===== src/sv/tsas_pkg.sv =====
// Types, constants and divider step functions for the TDMA slot action scheduler.
package tsas_pkg;

  localparam int unsigned NumMemberRegs = 4;
  localparam int unsigned MaxMembers    = 4;
  localparam logic [7:0]  InvalidId     = 8'd255;
  localparam logic [15:0] BeaconMinLeft = 16'd2;
  localparam logic [15:0] RangeMinLeft  = 16'd5;

  // Slot-length divider: 4 quotient bits per stage, then frame divider: 8 bits per stage.
  localparam int unsigned P1Steps  = 4;
  localparam int unsigned P1Stages = 32 / P1Steps;
  localparam int unsigned P2Steps  = 8;
  localparam int unsigned P2Stages = 32 / P2Steps;
  localparam int unsigned DivStages = P1Stages + P2Stages;

  typedef enum logic [2:0] {
    CFG_LOCAL_ID     = 3'd0,
    CFG_SLOT_LENGTH  = 3'd1,
    CFG_MEMBER_TOTAL = 3'd2,
    CFG_MEMBER_A     = 3'd3,
    CFG_MEMBER_B     = 3'd4,
    CFG_MEMBER_C     = 3'd5,
    CFG_MEMBER_D     = 3'd6
  } cfg_idx_e;

  typedef enum logic [1:0] {
    ACT_LISTEN = 2'd0,
    ACT_BEACON = 2'd1,
    ACT_RANGE  = 2'd2
  } action_e;

  typedef struct packed {
    logic [31:0] now;   // original timestamp
    logic [31:0] dq;    // dividend bits shifting out, quotient bits shifting in
    logic [15:0] rem1;  // now mod slot length
    logic [3:0]  rem2;  // slot within frame
  } div_st_t;

  function automatic div_st_t f_pass1(div_st_t s, logic [15:0] len);
    logic [16:0] t;
    logic        ge;
    for (int i = 0; i < P1Steps; i++) begin
      t  = {s.rem1, s.dq[31]};
      ge = (t >= {1'b0, len});
      s.rem1 = ge ? 16'(t - {1'b0, len}) : t[15:0];
      s.dq   = {s.dq[30:0], ge};
    end
    return s;
  endfunction

  function automatic div_st_t f_pass2(div_st_t s, logic [3:0] slots);
    logic [4:0] t;
    logic       ge;
    for (int i = 0; i < P2Steps; i++) begin
      t  = {s.rem2, s.dq[31]};
      ge = (t >= {1'b0, slots});
      s.rem2 = ge ? 4'(t - {1'b0, slots}) : t[3:0];
      s.dq   = {s.dq[30:0], ge};
    end
    return s;
  endfunction

  function automatic logic [3:0] f_slots(logic [2:0] n);
    logic [3:0] r;
    unique case (n)
      3'd2:    r = 4'd3;
      3'd3:    r = 4'd6;
      3'd4:    r = 4'd10;
      default: r = 4'd1;
    endcase
    return r;
  endfunction

endpackage


===== src/sv/tsas_req_if.sv =====
// Request channel carrying one timestamp query.
interface tsas_req_if;
  logic        valid;
  logic        ready;
  logic [31:0] now_time;

  modport source (output valid, output now_time, input ready);
  modport sink (input valid, input now_time, output ready);
endinterface


===== src/sv/tsas_rsp_if.sv =====
// Result channel carrying the slot action for one query.
interface tsas_rsp_if;
  logic        valid;
  logic        ready;
  logic [1:0]  action;
  logic [7:0]  peer;
  logic [7:0]  sender;
  logic [7:0]  receiver;
  logic [31:0] frame_number;
  logic [3:0]  slot_number;
  logic [31:0] slot_start;
  logic [31:0] slot_end;
  logic [15:0] time_left;
  logic        can_start;

  modport source (output valid, output action, output peer, output sender, output receiver,
                  output frame_number, output slot_number, output slot_start,
                  output slot_end, output time_left, output can_start, input ready);
  modport sink (input valid, input action, input peer, input sender, input receiver,
                input frame_number, input slot_number, input slot_start,
                input slot_end, input time_left, input can_start, output ready);
endinterface


===== src/sv/tsas_divide.sv =====
// Pipelined two-pass divider: timestamp by slot length, then slot by slots per frame.
module tsas_divide (
  input  logic                 clk_i,
  input  logic                 rst_ni,
  input  logic                 in_valid_i,
  output logic                 in_ready_o,
  input  logic [31:0]          now_i,
  input  logic [15:0]          len_i,
  input  logic [3:0]           slots_i,
  output logic                 out_valid_o,
  input  logic                 out_ready_i,
  output tsas_pkg::div_st_t    out_o
);
  import tsas_pkg::*;

  logic    [DivStages-1:0] v_q;
  logic    [DivStages:0]   rdy;
  div_st_t                 st_q  [DivStages];
  div_st_t                 src   [DivStages];
  div_st_t                 nxt   [DivStages];
  logic    [DivStages-1:0] v_in;

  // a stage moves when it is empty or its successor moves
  always_comb begin
    rdy[DivStages] = out_ready_i;
    for (int k = DivStages - 1; k >= 0; k--) begin
      rdy[k] = !v_q[k] || rdy[k+1];
    end
  end

  assign v_in = {v_q[DivStages-2:0], in_valid_i};

  always_comb begin
    src[0] = '{now: now_i, dq: now_i, rem1: '0, rem2: '0};
    for (int k = 1; k < DivStages; k++) begin
      src[k] = st_q[k-1];
    end
    for (int k = 0; k < DivStages; k++) begin
      nxt[k] = (k < P1Stages) ? f_pass1(src[k], len_i) : f_pass2(src[k], slots_i);
    end
  end

  always_ff @(posedge clk_i or negedge rst_ni) begin
    if (!rst_ni) begin
      v_q <= '0;
    end else begin
      for (int k = 0; k < DivStages; k++) begin
        if (rdy[k]) begin
          v_q[k] <= v_in[k];
        end
      end
    end
  end

  always_ff @(posedge clk_i) begin
    for (int k = 0; k < DivStages; k++) begin
      if (rdy[k]) begin
        st_q[k] <= nxt[k];
      end
    end
  end

  assign in_ready_o  = rdy[0];
  assign out_valid_o = v_q[DivStages-1];
  assign out_o       = st_q[DivStages-1];

  property p_rem1_below_len;
    @(posedge clk_i) disable iff (!rst_ni)
      out_valid_o |-> (out_o.rem1 < len_i);
  endproperty
  a_rem1_below_len: assert property (p_rem1_below_len)
    else $error("slot offset not below slot length");

  property p_rem2_below_slots;
    @(posedge clk_i) disable iff (!rst_ni)
      out_valid_o |-> (out_o.rem2 < slots_i);
  endproperty
  a_rem2_below_slots: assert property (p_rem2_below_slots)
    else $error("slot number not below slots per frame");

  property p_stall_holds_last;
    @(posedge clk_i) disable iff (!rst_ni)
      (out_valid_o && !out_ready_i) |=> (out_valid_o && $stable(out_o));
  endproperty
  a_stall_holds_last: assert property (p_stall_holds_last)
    else $error("divider output lost while stalled");

endmodule


===== src/sv/tdma_slot_action_scheduler_core.sv =====
// Top level of the TDMA slot action scheduler: config registers, divider, decode, output.
// Takes one request per clock while the pipeline has room and returns one result per
// request, in order. 8 divider stages split the timestamp by the slot length (4 quotient
// bits each), 4 more split the slot index by the slots per frame (8 bits each), and one
// output register holds the decoded action. A stalled result side lets the pipeline keep
// filling until every stage holds a request. Configuration writes take effect at the next
// clock (the member sort one register later) and must happen with no request in flight.
module tdma_slot_action_scheduler_core (
  input  logic        clk_i,
  input  logic        rst_ni,
  input  logic        cfg_we_i,
  input  logic [2:0]  cfg_idx_i,
  input  logic [15:0] cfg_wdata_i,
  tsas_req_if.sink    in_i,
  tsas_rsp_if.source  out_o
);
  import tsas_pkg::*;

  logic [7:0]  local_id_q;
  logic [15:0] slot_len_q;
  logic [2:0]  total_q;
  logic [7:0]  member_q  [NumMemberRegs];
  logic [7:0]  sorted_d  [NumMemberRegs];
  logic [7:0]  sorted_q  [NumMemberRegs];

  always_ff @(posedge clk_i or negedge rst_ni) begin
    if (!rst_ni) begin
      local_id_q <= '0;
      slot_len_q <= 16'd1;
      total_q    <= '0;
      for (int i = 0; i < NumMemberRegs; i++) begin
        member_q[i] <= '0;
      end
    end else if (cfg_we_i) begin
      unique case (cfg_idx_i)
        CFG_LOCAL_ID:     local_id_q <= cfg_wdata_i[7:0];
        CFG_SLOT_LENGTH:  slot_len_q <= (cfg_wdata_i == '0) ? 16'd1 : cfg_wdata_i;
        CFG_MEMBER_TOTAL: total_q    <= (cfg_wdata_i[2:0] > 3'(MaxMembers)) ?
                                        3'(MaxMembers) : cfg_wdata_i[2:0];
        CFG_MEMBER_A:     member_q[0] <= cfg_wdata_i[7:0];
        CFG_MEMBER_B:     member_q[1] <= cfg_wdata_i[7:0];
        CFG_MEMBER_C:     member_q[2] <= cfg_wdata_i[7:0];
        CFG_MEMBER_D:     member_q[3] <= cfg_wdata_i[7:0];
        default: ;
      endcase
    end
  end

  // stable rank sort: position = smaller ids + equal ids that come first
  always_comb begin
    logic [2:0] pos;
    for (int i = 0; i < NumMemberRegs; i++) begin
      sorted_d[i] = '0;
    end
    for (int i = 0; i < NumMemberRegs; i++) begin
      pos = '0;
      for (int j = 0; j < NumMemberRegs; j++) begin
        if (j != i && 3'(j) < total_q &&
            (member_q[j] < member_q[i] || (j < i && member_q[j] == member_q[i]))) begin
          pos = pos + 3'd1;
        end
      end
      if (3'(i) < total_q) begin
        sorted_d[pos[1:0]] = member_q[i];
      end
    end
  end

  always_ff @(posedge clk_i or negedge rst_ni) begin
    if (!rst_ni) begin
      for (int i = 0; i < NumMemberRegs; i++) begin
        sorted_q[i] <= '0;
      end
    end else begin
      sorted_q <= sorted_d;
    end
  end

  logic        div_valid;
  logic        div_ready;
  div_st_t     div_res;

  tsas_divide u_divide (
    .clk_i       (clk_i),
    .rst_ni      (rst_ni),
    .in_valid_i  (in_i.valid),
    .in_ready_o  (in_i.ready),
    .now_i       (in_i.now_time),
    .len_i       (slot_len_q),
    .slots_i     (f_slots(total_q)),
    .out_valid_o (div_valid),
    .out_ready_i (div_ready),
    .out_o       (div_res)
  );

  // decode of one finished division
  action_e     act_d;
  logic [7:0]  peer_d, snd_d, rcv_d;
  logic [31:0] start_d, end_d;
  logic [15:0] left_d;
  logic        can_d;

  always_comb begin
    logic [3:0] ord;
    logic [3:0] seen;
    act_d   = ACT_LISTEN;
    peer_d  = InvalidId;
    snd_d   = InvalidId;
    rcv_d   = InvalidId;
    start_d = div_res.now - {16'd0, div_res.rem1};
    end_d   = start_d + {16'd0, slot_len_q};
    left_d  = slot_len_q - div_res.rem1;
    can_d   = 1'b1;
    ord     = div_res.rem2 - {1'b0, total_q};
    seen    = '0;
    if ({1'b0, div_res.rem2} < {2'd0, total_q}) begin
      snd_d = sorted_q[div_res.rem2[1:0]];
      if (snd_d == local_id_q) begin
        act_d = ACT_BEACON;
      end
    end else begin
      for (int i = 0; i < NumMemberRegs; i++) begin
        for (int j = i + 1; j < NumMemberRegs; j++) begin
          if (3'(j) < total_q) begin
            if (seen == ord) begin
              snd_d = sorted_q[i];
              rcv_d = sorted_q[j];
            end
            seen = seen + 4'd1;
          end
        end
      end
      if (local_id_q == snd_d) begin
        act_d  = ACT_RANGE;
        peer_d = rcv_d;
      end else if (local_id_q == rcv_d) begin
        peer_d = snd_d;
      end
    end
    unique case (act_d)
      ACT_BEACON: can_d = (left_d >= BeaconMinLeft);
      ACT_RANGE:  can_d = (left_d >= RangeMinLeft);
      default:    can_d = 1'b1;
    endcase
  end

  logic        out_v_q;
  action_e     act_q;
  logic [7:0]  peer_q, snd_q, rcv_q;
  logic [31:0] frame_q, start_q, end_q;
  logic [3:0]  slot_q;
  logic [15:0] left_q;
  logic        can_q;
  logic        no_members;

  assign div_ready  = !out_v_q || out_o.ready;
  assign no_members = (total_q == '0);

  always_ff @(posedge clk_i or negedge rst_ni) begin
    if (!rst_ni) begin
      out_v_q <= 1'b0;
    end else if (div_ready) begin
      out_v_q <= div_valid;
    end
  end

  always_ff @(posedge clk_i) begin
    if (div_ready) begin
      act_q   <= no_members ? ACT_LISTEN : act_d;
      peer_q  <= no_members ? InvalidId : peer_d;
      snd_q   <= no_members ? InvalidId : snd_d;
      rcv_q   <= no_members ? InvalidId : rcv_d;
      frame_q <= no_members ? '0 : div_res.dq;
      slot_q  <= no_members ? '0 : div_res.rem2;
      start_q <= no_members ? '0 : start_d;
      end_q   <= no_members ? '0 : end_d;
      left_q  <= no_members ? '0 : left_d;
      can_q   <= no_members ? 1'b1 : can_d;
    end
  end

  assign out_o.valid        = out_v_q;
  assign out_o.action       = act_q;
  assign out_o.peer         = peer_q;
  assign out_o.sender       = snd_q;
  assign out_o.receiver     = rcv_q;
  assign out_o.frame_number = frame_q;
  assign out_o.slot_number  = slot_q;
  assign out_o.slot_start   = start_q;
  assign out_o.slot_end     = end_q;
  assign out_o.time_left    = left_q;
  assign out_o.can_start    = can_q;

  property p_empty_listens;
    @(posedge clk_i) disable iff (!rst_ni)
      (out_v_q && no_members) |-> (act_q == ACT_LISTEN && can_q && left_q == '0);
  endproperty
  a_empty_listens: assert property (p_empty_listens)
    else $error("request with no members did not listen");

  property p_active_is_local;
    @(posedge clk_i) disable iff (!rst_ni)
      (out_v_q && (act_q == ACT_BEACON || act_q == ACT_RANGE)) |-> (snd_q == local_id_q);
  endproperty
  a_active_is_local: assert property (p_active_is_local)
    else $error("beacon or range issued for another node");

  property p_left_in_slot;
    @(posedge clk_i) disable iff (!rst_ni)
      (out_v_q && !no_members) |-> (left_q != '0 && left_q <= slot_len_q);
  endproperty
  a_left_in_slot: assert property (p_left_in_slot)
    else $error("time left outside the slot");

  property p_end_after_start;
    @(posedge clk_i) disable iff (!rst_ni)
      (out_v_q && !no_members) |-> (end_q - start_q == {16'd0, slot_len_q});
  endproperty
  a_end_after_start: assert property (p_end_after_start)
    else $error("slot end does not match slot length");

endmodule


===== src/flat_wrapper.sv =====
// flat-port wrapper written by rule: the top's interface ports become plain ports
module tdma_slot_action_scheduler_core_flat import tsas_pkg::*;
  (clk_i, rst_ni, cfg_we_i, cfg_idx_i, cfg_wdata_i, in_i_valid, in_i_now_time, in_i_ready, out_o_valid, out_o_action, out_o_peer, out_o_sender, out_o_receiver, out_o_frame_number, out_o_slot_number, out_o_slot_start, out_o_slot_end, out_o_time_left, out_o_can_start, out_o_ready);
  tsas_req_if in_i_i ();
  tsas_rsp_if out_o_i ();
  input  logic clk_i;
  input  logic rst_ni;
  input  logic cfg_we_i;
  input  logic [2:0] cfg_idx_i;
  input  logic [15:0] cfg_wdata_i;
  input wire logic [$bits(in_i_i.valid)-1:0] in_i_valid;
  input wire logic [$bits(in_i_i.now_time)-1:0] in_i_now_time;
  output wire logic [$bits(in_i_i.ready)-1:0] in_i_ready;
  output wire logic [$bits(out_o_i.valid)-1:0] out_o_valid;
  output wire logic [$bits(out_o_i.action)-1:0] out_o_action;
  output wire logic [$bits(out_o_i.peer)-1:0] out_o_peer;
  output wire logic [$bits(out_o_i.sender)-1:0] out_o_sender;
  output wire logic [$bits(out_o_i.receiver)-1:0] out_o_receiver;
  output wire logic [$bits(out_o_i.frame_number)-1:0] out_o_frame_number;
  output wire logic [$bits(out_o_i.slot_number)-1:0] out_o_slot_number;
  output wire logic [$bits(out_o_i.slot_start)-1:0] out_o_slot_start;
  output wire logic [$bits(out_o_i.slot_end)-1:0] out_o_slot_end;
  output wire logic [$bits(out_o_i.time_left)-1:0] out_o_time_left;
  output wire logic [$bits(out_o_i.can_start)-1:0] out_o_can_start;
  input wire logic [$bits(out_o_i.ready)-1:0] out_o_ready;
  assign in_i_i.valid = in_i_valid;
  assign in_i_i.now_time = in_i_now_time;
  assign in_i_ready = in_i_i.ready;
  assign out_o_valid = out_o_i.valid;
  assign out_o_action = out_o_i.action;
  assign out_o_peer = out_o_i.peer;
  assign out_o_sender = out_o_i.sender;
  assign out_o_receiver = out_o_i.receiver;
  assign out_o_frame_number = out_o_i.frame_number;
  assign out_o_slot_number = out_o_i.slot_number;
  assign out_o_slot_start = out_o_i.slot_start;
  assign out_o_slot_end = out_o_i.slot_end;
  assign out_o_time_left = out_o_i.time_left;
  assign out_o_can_start = out_o_i.can_start;
  assign out_o_i.ready = out_o_ready;
  tdma_slot_action_scheduler_core u_core (.clk_i(clk_i), .rst_ni(rst_ni), .cfg_we_i(cfg_we_i), .cfg_idx_i(cfg_idx_i), .cfg_wdata_i(cfg_wdata_i), .in_i(in_i_i), .out_o(out_o_i));
endmodule

===== config.mk =====
export PLATFORM = sky130hd
export DESIGN_NAME = tdma_slot_action_scheduler_core_flat
export DESIGN_NICKNAME = d
export VERILOG_FILES = /design/src/sv/tsas_pkg.sv /design/src/sv/tsas_req_if.sv /design/src/sv/tsas_rsp_if.sv /design/src/sv/tsas_divide.sv /design/src/sv/tdma_slot_action_scheduler_core.sv /design/src/flat_wrapper.sv
export SDC_FILE = /design/constraint.sdc
export NUM_CORES = 2
export LEC_CHECK = 0
export CORE_ASPECT_RATIO = 0.7
export CORE_UTILIZATION = 65
export CTS_CLUSTER_DIAMETER = 200
export DETAILED_ROUTE_END_ITERATION = 10
export DONT_BUFFER_PORTS = 1
export PLACE_DENSITY = 0.83
export SLEW_MARGIN = 20
export SYNTH_ARGS = -nofsm -noshare
export SYNTH_HDL_FRONTEND = slang
export SYNTH_SLANG_ARGS = --single-unit

===== constraint.sdc =====
create_clock -name clk_i -period 17.4 [get_ports clk_i]
set_input_delay 3.48 -clock clk_i [delete_from_list [all_inputs] [get_ports clk_i]]
set_output_delay 3.48 -clock clk_i [all_outputs]
set_load 0.005 [all_outputs]

==> flow_summary.yaml <==
synthesis:
  syn_nets: 7758
  yosys.cell_types.count: 110
  synth_top_cell_by_area: "edfxtp_1"
  async_reset_ff_share_pct: 9.36
  synthTopCellsByCount: "edfxtp_1 (1007), ha_1 (730), a21oi_1 (478)"
  synth_seq_area_share_pct: 44.0
  syn-cell-area_um2: 74700
  synth_ff_type: "edfxtp_1"
  synth_cells: 6906
  synth_edf_count: 1007
  avgSynthCellArea_um2: 10.8
  ys_warn_count: 0
  yosys.area.top_type_share_pct: 40.5
  yosys-top-cells-area: "edfxtp_1 (40%), ha_1 (12%), mux2_2 (4.8%)"
  yosysMostFrequentCell: "edfxtp_1"
  ys_seq_elements: 1111
grt:
  grt_max_degree: 105
  grt_usage_pct: 33.8
  grt_pass1_wl_um: 307000
  grt-ovfl-total: 0
  antenna_found_initial: 11
  grt_pass1_vias: 53303
placement:
  numPortBuffers: 0
  gp_congestion: 0.960
  numPlacedInstances: 8383
  dpl.hpwl_um: 146000
clock_tree:
  post_cts_buffers: 0
  cts_buffer_depth: 3
  clk_latency_ns: 0.75
  cts_tree: "built"
  cts_root_buffer: "clkbuf_16"
  cts_sinks: 1111
  hold_buffers: 0
  htree_levels: 3
  numCtsBuffers: 106
  ctsResizeCount: 0
  path_clk_slew_ns: 0.07
critical_path:
  max_stage_delay_ns: 0.81
  worstPathBufferInverterCount: 10
  start_kind: "flop"
  slowest_stage: "nor3b_1"
  worstPathRequired_ns: 17.90
  cpMostUsedCell: "o21ai_0"
  setup.worst_path.class: "reg2reg"
  crit_family: "compound AO/OA/AOI/OAI gates"
  crit_arrival_ns: 16.70
  worstPathMaxFanout: 15
  cp-end-kind: "flop"
drt:
  wl_per_cell_um: 23.4
  drtPass1Iterations: 9
  antenna_left: 0
  drtIter0Drc: 6168
  drt-total-wl_um: 201000
  vias_per_cell: 6.51
  drcViolationCount: 0
  vias: 55871
finish:
  syn_to_final_growth_pct: 7.89
  final_cells: 8581
  nets: 7822
  n_fill_cell: 7776
  layout-drive-gt1-share_pct: 10.0
sta:
  setup_tns_ns: 0
  setup_viol: 0
  slew_headroom_pct: 21.3
  hold_violations: 0
  min_period_over_period_pct: 93.1
  clock_skew_ns: 0.0641
  drv_slew: 0
  max_freq_ghz: 0.0617
  hold_ws_ns: 0.368
  fin_crit_ns: 16.20
  grt_setup_unrepaired: "no"
  tightest_slew_ns: 1.17
die:
  die_width_um: 407
  die_h_um: 286
  start_util_pct: 65.9
  dieArea_um2: 116000
  core_um2: 113000
  rows: 103
  ios: 201
outcome:
  status: "finished clean"
job:
  max-cap-violations: 0
min_path:
  min_path_type: "reg2reg"
[cell type report]
type                            count  area [um2]  area share (%)
Antenna cell                        2        5.00         0.00621
Timing Repair Buffer               85         703           0.873
Clock inverter                     69         828            1.03
Sequential cell                  1111       32800            40.8
Clock buffer                      126        2750            3.41
Tap cell                         1522        1900            2.36
Multi-Input combinational cell   5201       39800            49.4
Inverter                          465        1750            2.18
[state kept, by name, summed over array words and instances, names as in the netlist, 12 cells and up]
register                   count
u_core.out_o.frame_number     32
u_core.member_q               32
u_core.u_divide.v_q           12
u_core.out_o.slot_start       32
u_core.out_o.time_left        16
u_core.sorted_q               32
u_core.slot_len_q             16
u_core.u_divide.st_q         864
u_core.out_o.slot_end         32
[final timing paths]
path	start	end	slack [ns]	cells after the start
max	u_core.total_q[2]	u_core.u_divide.st_q[2][254]	1.20	64
min	u_core.u_divide.st_q[1][318]	u_core.u_divide.st_q[2][66]	0.37	0
max reg2reg	u_core.total_q[2]	u_core.u_divide.st_q[2][254]	1.20	64
min reg2reg	u_core.u_divide.st_q[1][318]	u_core.u_divide.st_q[2][66]	0.37	0
max in group asynchronous	rst_ni	u_core.slot_len_q[0]	14.70	0
min in group asynchronous	rst_ni	u_core.sorted_q[18]	2.42	0
[cell families after synthesis]
group           synth area share [%]
compound gates                  14.9
xor+xnor                        6.00
fa+ha+maj                       14.0
buf+inv                         3.03
flops                           44.0
mux                             6.66
simple gates                    11.4
[per-layer routing]
metal,vias to the layer above,share of wire (%),track usage [%]
met1,26738,43,49.4
met3,456,10,6.92
li1,25844,-,-
met5,-,0.028,0
met4,8,3.7,12.2
met2,2825,42,50.0
[stage by stage]
| stage | instance area, um2 | utilization [%] | setup WS [ns] |
|---|---|---|---|
| floorplan | 74700 | - | 1.93 |
| global placement | 76900 | 67.9 | 1.88 |
| detailed placement | 76900 | 67.9 | 1.52 |
| CTS | 80500 | 71.1 | 1.47 |
| global route | 80600 | 71.1 | 0.0576 |
| finish | 80600 | 71.1 | 1.20 |
[cell usage in the layout (no fill, tap or decap), types with 145 or more instances in the layout]
| master | n |
|---|---|
| a21o_1 | 212 |
| a21oi_1 | 473 |
| edfxtp_1 | 1007 |
| ha_1 | 730 |
| inv_1 | 449 |
| mux2_2 | 319 |
| nand2_1 | 426 |
| nor2_1 | 447 |
| nor2b_1 | 145 |
| o21ai_0 | 404 |
| xnor2_1 | 354 |
| xor2_1 | 157 |
Power is left out: the tool's default activity adds up to more than one toggle a clock period on the data nets, which glitch-free logic cannot reach.
